### config.mk
export PLATFORM = sky130hd
export DESIGN_NAME = abgt_ctrl
export DESIGN_NICKNAME = d
export VERILOG_FILES = /design/src/rtl/core/abgt_pkg.sv /design/src/rtl/core/abgt_ctrl.sv
export SDC_FILE = /design/constraint.sdc
export NUM_CORES = 1
export LEC_CHECK = 0
export BUFFER_PORTS_ARGS = -buffer_cell sky130_fd_sc_hd__buf_4
export CORE_MARGIN = 2
export CORE_UTILIZATION = 43
export CTS_CLUSTER_DIAMETER = 50
export DETAILED_ROUTE_END_ITERATION = 6
export HOLD_SLACK_MARGIN = 0.03
export PLACE_DENSITY = 0.75
export SYNTH_ARGS = -nofsm -noshare
export SYNTH_HDL_FRONTEND = slang
export SYNTH_SLANG_ARGS = --single-unit
### constraint.sdc
create_clock -name clk_i -period 1.7 [get_ports clk_i]
set_clock_uncertainty 0.2 [all_clocks]
set_input_delay 0.34 -clock clk_i [delete_from_list [all_inputs] [get_ports clk_i]]
set_output_delay 0.34 -clock clk_i [all_outputs]
set_load 0.01 [all_outputs]
### src/rtl/core/abgt_pkg.sv
// shared types, codes and saturation helpers of the box tracker
package abgt_pkg;

  localparam int unsigned AXES = 6;

  localparam logic [2:0] AXIS_MIN_Z = 3'd2;
  localparam logic [2:0] AXIS_MAX_Z = 3'd5;
  localparam logic [2:0] AXIS_END   = 3'd6;

  localparam logic [1:0] DIM_FLAT = 2'd2;

  typedef enum logic [2:0] {
    CFG_DIMENSIONS    = 3'd0,
    CFG_GAIN_POSITION = 3'd1,
    CFG_GAIN_VELOCITY = 3'd2,
    CFG_GAIN_ACCEL    = 3'd3,
    CFG_STEP_TIME     = 3'd4,
    CFG_HALF_STEP_SQ  = 3'd5
  } abgt_cfg_idx_e;

  typedef enum logic [2:0] {
    ST_CLEAR,
    ST_IDLE,
    ST_SEL,
    ST_LOAD,
    ST_MUL,
    ST_DRAIN,
    ST_WRITE,
    ST_OUT
  } abgt_state_e;

  typedef enum logic [2:0] {
    OP_GAIN_P  = 3'd0,
    OP_GAIN_V  = 3'd1,
    OP_GAIN_A  = 3'd2,
    OP_VEL_DT  = 3'd3,
    OP_ACC_HSQ = 3'd4,
    OP_ACC_DT  = 3'd5
  } abgt_op_e;

  typedef struct packed {
    logic [1:0]  dimensions;
    logic [15:0] gain_position;
    logic [23:0] gain_velocity;
    logic [23:0] gain_accel;
    logic [23:0] step_time;
    logic [23:0] half_step_sq;
  } abgt_cfg_t;

  typedef struct packed {
    logic       capture;
    logic       clear;
    logic       rd;
    logic       load;
    logic       mul;
    abgt_op_e   op;
    logic [2:0] axis;
    logic       wr;
    logic       out_load;
  } abgt_cmd_t;

  typedef struct packed {
    logic clear_done;
    logic found;
    logic first;
    logic flat;
    logic in_range;
    logic out_free;
  } abgt_sts_t;

  // product scaled by 2^-16, rounding half up (arithmetic shift floors)
  function automatic logic signed [43:0] scale_rnd(input logic signed [58:0] p);
    logic signed [59:0] t;
    t = 60'(p) + 60'sd32768;
    return t[59:16];
  endfunction

  function automatic logic signed [31:0] sat32(input logic signed [45:0] x);
    logic signed [31:0] r;
    if (x > 46'sd2147483647) r = 32'sh7fffffff;
    else if (x < -46'sd2147483648) r = 32'sh80000000;
    else r = x[31:0];
    return r;
  endfunction

  function automatic logic signed [23:0] sat24(input logic signed [31:0] x);
    logic signed [23:0] r;
    if (x > 32'sd8388607) r = 24'sh7fffff;
    else if (x < -32'sd8388608) r = 24'sh800000;
    else r = x[23:0];
    return r;
  endfunction

endpackage

### src/rtl/core/abgt_ctrl.sv
// sequencer of the box tracker: axis walk, multiply schedule, result hand-off
module abgt_ctrl import abgt_pkg::*; (
  input  logic      clk_i,
  input  logic      rst_ni,
  input  logic      in_valid_i,
  output logic      in_stall_o,
  input  abgt_sts_t sts_i,
  output abgt_cmd_t cmd_o
);

  abgt_state_e state_q, state_d;
  logic [2:0]  axis_q, axis_d;
  abgt_op_e    op_q, op_d;
  logic        skip;

  assign skip = sts_i.flat && (axis_q == AXIS_MIN_Z || axis_q == AXIS_MAX_Z);

  always_ff @(posedge clk_i or negedge rst_ni) begin
    if (!rst_ni) begin
      state_q <= ST_CLEAR;
      axis_q  <= '0;
      op_q    <= OP_GAIN_P;
    end else begin
      state_q <= state_d;
      axis_q  <= axis_d;
      op_q    <= op_d;
    end
  end

  // next state
  always_comb begin
    state_d = state_q;
    axis_d  = axis_q;
    op_d    = op_q;
    case (state_q)
      ST_CLEAR: begin
        if (sts_i.clear_done) state_d = ST_IDLE;
      end
      ST_IDLE: begin
        if (in_valid_i) begin
          state_d = ST_SEL;
          axis_d  = '0;
        end
      end
      ST_SEL: begin
        if (!sts_i.in_range || axis_q == AXIS_END) state_d = ST_OUT;
        else if (skip) axis_d = axis_q + 3'd1;
        else state_d = ST_LOAD;
      end
      ST_LOAD: begin
        if (sts_i.found && sts_i.first) begin
          state_d = ST_WRITE;
        end else begin
          state_d = ST_MUL;
          op_d    = sts_i.found ? OP_GAIN_P : OP_VEL_DT;
        end
      end
      ST_MUL: begin
        case (op_q)
          OP_GAIN_P:  op_d = OP_GAIN_V;
          OP_GAIN_V:  op_d = OP_GAIN_A;
          OP_GAIN_A:  op_d = OP_VEL_DT;
          OP_VEL_DT:  op_d = OP_ACC_HSQ;
          OP_ACC_HSQ: op_d = OP_ACC_DT;
          default:    state_d = ST_DRAIN;
        endcase
      end
      ST_DRAIN: state_d = ST_WRITE;
      ST_WRITE: begin
        state_d = ST_SEL;
        axis_d  = axis_q + 3'd1;
      end
      ST_OUT: begin
        if (sts_i.out_free) state_d = ST_IDLE;
      end
      default: state_d = ST_CLEAR;
    endcase
  end

  // outputs
  always_comb begin
    cmd_o      = '0;
    cmd_o.op   = op_q;
    cmd_o.axis = axis_q;
    in_stall_o = 1'b1;
    case (state_q)
      ST_CLEAR: cmd_o.clear = 1'b1;
      ST_IDLE: begin
        in_stall_o    = 1'b0;
        cmd_o.capture = in_valid_i;
      end
      ST_SEL:   cmd_o.rd = sts_i.in_range && axis_q != AXIS_END && !skip;
      ST_LOAD:  cmd_o.load = 1'b1;
      ST_MUL:   cmd_o.mul = 1'b1;
      ST_DRAIN: cmd_o.mul = 1'b0;
      ST_WRITE: cmd_o.wr = 1'b1;
      ST_OUT:   cmd_o.out_load = sts_i.out_free;
      default:  cmd_o = '0;
    endcase
  end

  assert property (@(posedge clk_i) disable iff (!rst_ni)
    (state_q == ST_MUL && op_q == OP_ACC_DT) |=> state_q == ST_DRAIN)
    else $error("multiply schedule did not end in drain");

  assert property (@(posedge clk_i) disable iff (!rst_ni)
    state_q == ST_WRITE |-> ($past(state_q) == ST_DRAIN || $past(state_q) == ST_LOAD))
    else $error("table write without a finished update");

  assert property (@(posedge clk_i) disable iff (!rst_ni)
    cmd_o.capture |=> in_stall_o)
    else $error("second transaction taken while one is in work");

endmodule

== Word-level counts from Yosys, hierarchy flattened ==
Index checks and enable logic that the tools add are counted.
Widths: inputs -> output; s select.

* Add/sub/neg operators: 1
* Equal/unequal tests: 24
* Multiplexer cells: 24
* Reduce and logical (&&, ||, !) cells: 16

{| class="wikitable"
|+ Operators with widths
! operator !! number
|-
| $mux 3 || 10
|-
| $pmux 3 s8 || 1
|-
| $eq 3x3->1 const B || 7
|-
| $eq 3x2->1 const B || 5
|-
| $pmux 3 s5 || 1
|-
| $ne 2x2->1 const B || 7
|-
| $pmux 3 s3 || 1
|-
| $mux 1 || 8
|-
| $eq 3x1->1 const B || 2
|-
| $logic_not 3->1 || 2
|-
| $ne 3x3->1 const B || 2
|-
| $ne 6x6->1 const B || 1
|-
| $pmux 3 s2 || 1
|-
| $reduce_and 5->1 || 1
|-
| $reduce_or 5->1 || 1
|-
| $logic_and 1x1->1 || 4
|-
| $mux 2 || 2
|-
| $reduce_and 4->1 || 1
|-
| $add 3x1->3 const B || 1
|-
| $reduce_and 3->1 || 1
|-
| $reduce_bool 3->1 || 1
|-
| $logic_not 1->1 || 2
|-
| $logic_or 1x1->1 || 2
|-
| $reduce_bool 2->1 || 1
|}

* Register bits: 9
* Word-level logic and storage cells: 68

== Longest topological paths before layout ==
* Depth in word-level cells: 6
* Mapped depth: 5
* Gate-level depth less buffers: 5

== Least setup slack after synthesis ==
OpenSTA, ideal clock, no wires.

* Path kind: register -> register
* Start point: register axis_q[0]
* End point: register axis_q[2]
* Data arrival time: 1,630 ps
* Required time: 1,374 ps
* Setup slack: -256 ps
* Cell stages (with the launch flop): 6
* Buffers on the path: 0
* Clock period less this slack: 1,956 ps
* Cells stage by stage: dfrtp_1 > inv_1 > ha_1 > nand3b_1 > a311o_1 > a311o_1

* Longest elaborated chain between the ends: 5
* Elaborated cells between the ends (all ways): 13
* Those cells by class: add/sub: 1; eq/ne: 5; mux: 3; reduce/logical: 4

{| class="wikitable"
|+ Ends and longest elaborated chain
! element !! line !! text
|-
| start, declared || abgt_ctrl.sv:12 || <nowiki>logic [2:0] axis_q, axis_d;</nowiki>
|-
| start signal, assigned || abgt_ctrl.sv:25 || <nowiki>axis_q <= axis_d;</nowiki>
|-
| parallel branches: the longest is 5 deep, another holds $add 3x1->3 || n/a ||
|}

Parallel ways; which one is timed is not known. The select of a mux whose other input is x is not followed.
A chain may end at the register's enable or synchronous reset.

==> impl_metrics.json <==
{
  "worstHoldStart": "sts_i[2]",
  "layout_commonest_cell": "buf_4",
  "antenna_cells": 0,
  "seq_area_um2": 230,
  "synth_cell_types": 33,
  "r2r_slack_ps": -30,
  "cp_data_arrival_time_ps": 1430,
  "grt_pass1_vias": 864,
  "setup_ws_ps": -271,
  "synth-seq-cells": 9,
  "core_mm2": 0.00149,
  "grt_max_degree": 10,
  "start_util_pct": 45.1,
  "syn_inst": 79,
  "die_area_mm2": 0.00189,
  "die_h_um": 43.5,
  "fp.dieW_um": 43.5,
  "finalNetCount": 146,
  "yosys_warnings": 0,
  "dp_hpwl_um": 1400,
  "slew_headroom_pct": 78.4,
  "ir_drop_uv": 1400,
  "setup_viol": 10,
  "clkTransAtPathRegs_ps": 70,
  "path_cells": "inv_1 -> ha_2 -> mux2_4 -> a21oi_2 -> buf_4",
  "synth_top_area_share_pct": 33.5,
  "multi_input_area_um2": 529,
  "routed_wl_um": 2960,
  "tightest_slew_ps": 321,
  "vias_per_cell": 6.17,
  "rsz0062_at_grt": "yes",
  "htree_levels": 1,
  "slew_viol_final": 0,
  "reg2reg_depth": 5,
  "cpMaxStageDelayCell": "dfrtp_1",
  "p_per_area_mw_per_mm2": 2110,
  "period_share_pct": 116,
  "r2r_start": "state_q[2]",
  "maxClockFrequency_ghz": 0.507,
  "clock_sinks": 9,
  "dp.cells": 129,
  "critPathRequiredTime_ps": 1160,
  "maxCapViolCount": 0,
  "fill_cells": 70,
  "cts-root-buf": "clkbuf_4",
  "final_cell_mix": "37 x buf_4, 13 x buf_6, 7 x nand2_1",
  "critPathMaxFanout": 3,
  "utilization_pct": 88.2,
  "syn_area_per_cell_um2": 8.50,
  "fin_crit_ps": 1970,
  "cts_tree": "built",
  "boundaryPins": 23,
  "wire_per_inst_um": 19.9,
  "clock_latency_ps": 260,
  "worstSetupStartpoint": "axis_q[1]",
  "worstReg2RegEnd": "axis_q[2]",
  "rows": 14,
  "syn-cell-area_um2": 672,
  "drtPass1Iterations": 4,
  "cts_made_buffers": 3,
  "crit_path_end_kind": "output pin",
  "layout.cells.non_filler": 149,
  "grt_pass1_wl_um": 3930,
  "via_count": 919,
  "cp-endpoint": "cmd_o[10]",
  "yosysTopAreaCell": "dfrtp_1",
  "syn_nets": 91,
  "ant_nets": 0,
  "grt.overflow.total": 0,
  "port_buffers": 22,
  "drive_gt1_share_pct": 59.4,
  "drc_errors": 0,
  "leakagePower_uw": 0.000632,
  "start_kind": "flip-flop",
  "antenna_found_initial": 0,
  "clockBufferDepth": 2,
  "synth_area_leaders": "dfrtp_1 34%, ha_1 5.6%, inv_1 4.5%",
  "gp_congestion": 0.748,
  "violations": "negative setup slack",
  "drtIter0Drc": 26,
  "path_class": "flip-flop to output pin",
  "hold_violations": 0,
  "min-delay-path-class": "primary input to flip-flop",
  "status": "finished, violations left",
  "synth_seq_area_share_pct": 33.5,
  "cp_slowest_stage_delay_ps": 410,
  "grtUsageTotal_pct": 28.4,
  "area_growth_syn_to_layout_pct": 95.3
}
==> state kept, by name (all words and copies together), names as in the netlist <==
register  flops
axis_q        3
op_q          3
state_q       3
==> routing by layer <==
metal | up-vias | GRT usage (%) | wire (µm)
met3 | 22 | 6.25 | 149
met4 | 0 | 10.9 | 148
met5 | - | 0 | 0
li1 | 395 | - | -
met2 | 59 | 51.0 | 1560
met1 | 443 | 32.8 | 1100
==> worst min path at each step <==
stage	slack, ps	depth (start not counted)	end
floorplan	-160	0	axis_q[0]
global placement	-30	1	op_q[2]
detailed placement	-30	1	op_q[1]
CTS	200	3	op_q[0]
global route	210	3	op_q[0]
finish	230	3	state_q[0]
==> critical path, delay by kind of cell, from the launching register on <==
| kind | cells | cell delay (ps) |
|---|---|---|
| multiplexers | 1 | 270 |
| adder cells (fa/ha/maj) | 1 | 170 |
| AO/OA/AOI/OAI | 1 | 120 |
| buffers and inverters | 2 | 200 |
| flip-flops | 1 | 410 |
==> cell type report <==
type                       count  area share (%)
multi-input combinational     59            40.3
clock buffer                   4            2.00
timing repair buffer          53            35.7
sequential                     9            17.5
tap                           16            1.53
inverter                       8            2.86
==> metrics by stage <==
stage / hold WS, ps / setup TNS, ps / cell area [µm²] / setup slack, ps / power (µW)
2_1_floorplan: -156 / -47.3 / 676 / -33.4 / 1130
3_3_place_gp: -34.5 / 0 / 958 / 9.35 / 1660
3_5_place_dp: -33.1 / -1.82 / 958 / -1.82 / 1700
4_1_cts: 201 / -478 / 1180 / -235 / 2290
5_1_grt: 209 / -1400 / 1310 / -350 / 2900
6_report: 226 / -946 / 1310 / -271 / 2770
==> synthesized netlist by cell type <==
cell type  n
dfrtp_1    9
inv_1      8
nand2_1    8
nor2_1     6
a21oi_1    4
a211oi_1   3
buf_2      3
ha_1       3
nand2b_1   3
nor3_1     3
nor4_1     3
a311o_1    2
mux2i_1    2
nor3b_1    2
o21ai_0    2
a211o_1    1
a21boi_0   1
a21boi_1   1
a21o_1     1
a221oi_1   1
a22o_1     1
and2_1     1
and3_1     1
mux2_2     1
nand3b_1   1
nand4_1    1
nand4bb_1  1
nor2b_1    1
nor3b_2    1
nor4b_1    1
o21a_1     1
o2bb2ai_1  1
o311a_1    1
==> power by group <==
| part | internal (µW) | leakage [µW] | switching, µW |
|---|---|---|---|
| clock | 90.6 | 0.0000150 | 81.3 |
| sequential | 332 | 0.000103 | 207 |
| combinational | 1140 | 0.000514 | 920 |
| total | 1560 | 0.000632 | 1210 |
==> kinds of logic (layout without fill, tap and decap cells) <==
kind of cell             Yosys count  in the layout  share of synthesized area, %
AO/OA/AOI/OAI                     20             20                          22.0
AND/OR/NAND/NOR                   33             33                          27.6
adder cells (fa/ha/maj)            3              3                          5.59
buffers and inverters             11             65                          6.70
multiplexers                       3              3                          4.66
flip-flops                         9              9                          33.5
==> what timing repair did <==
item	in CTS	in global routing
hold buffers	1	0
gates resized for setup	31	20
setup buffers	10	7
setup endpoints to repair	9	14
endpoints found under the hold margin	9	0
pin swaps	5	5
gates cloned	0	0
Power figures use the tool's default switching activity.
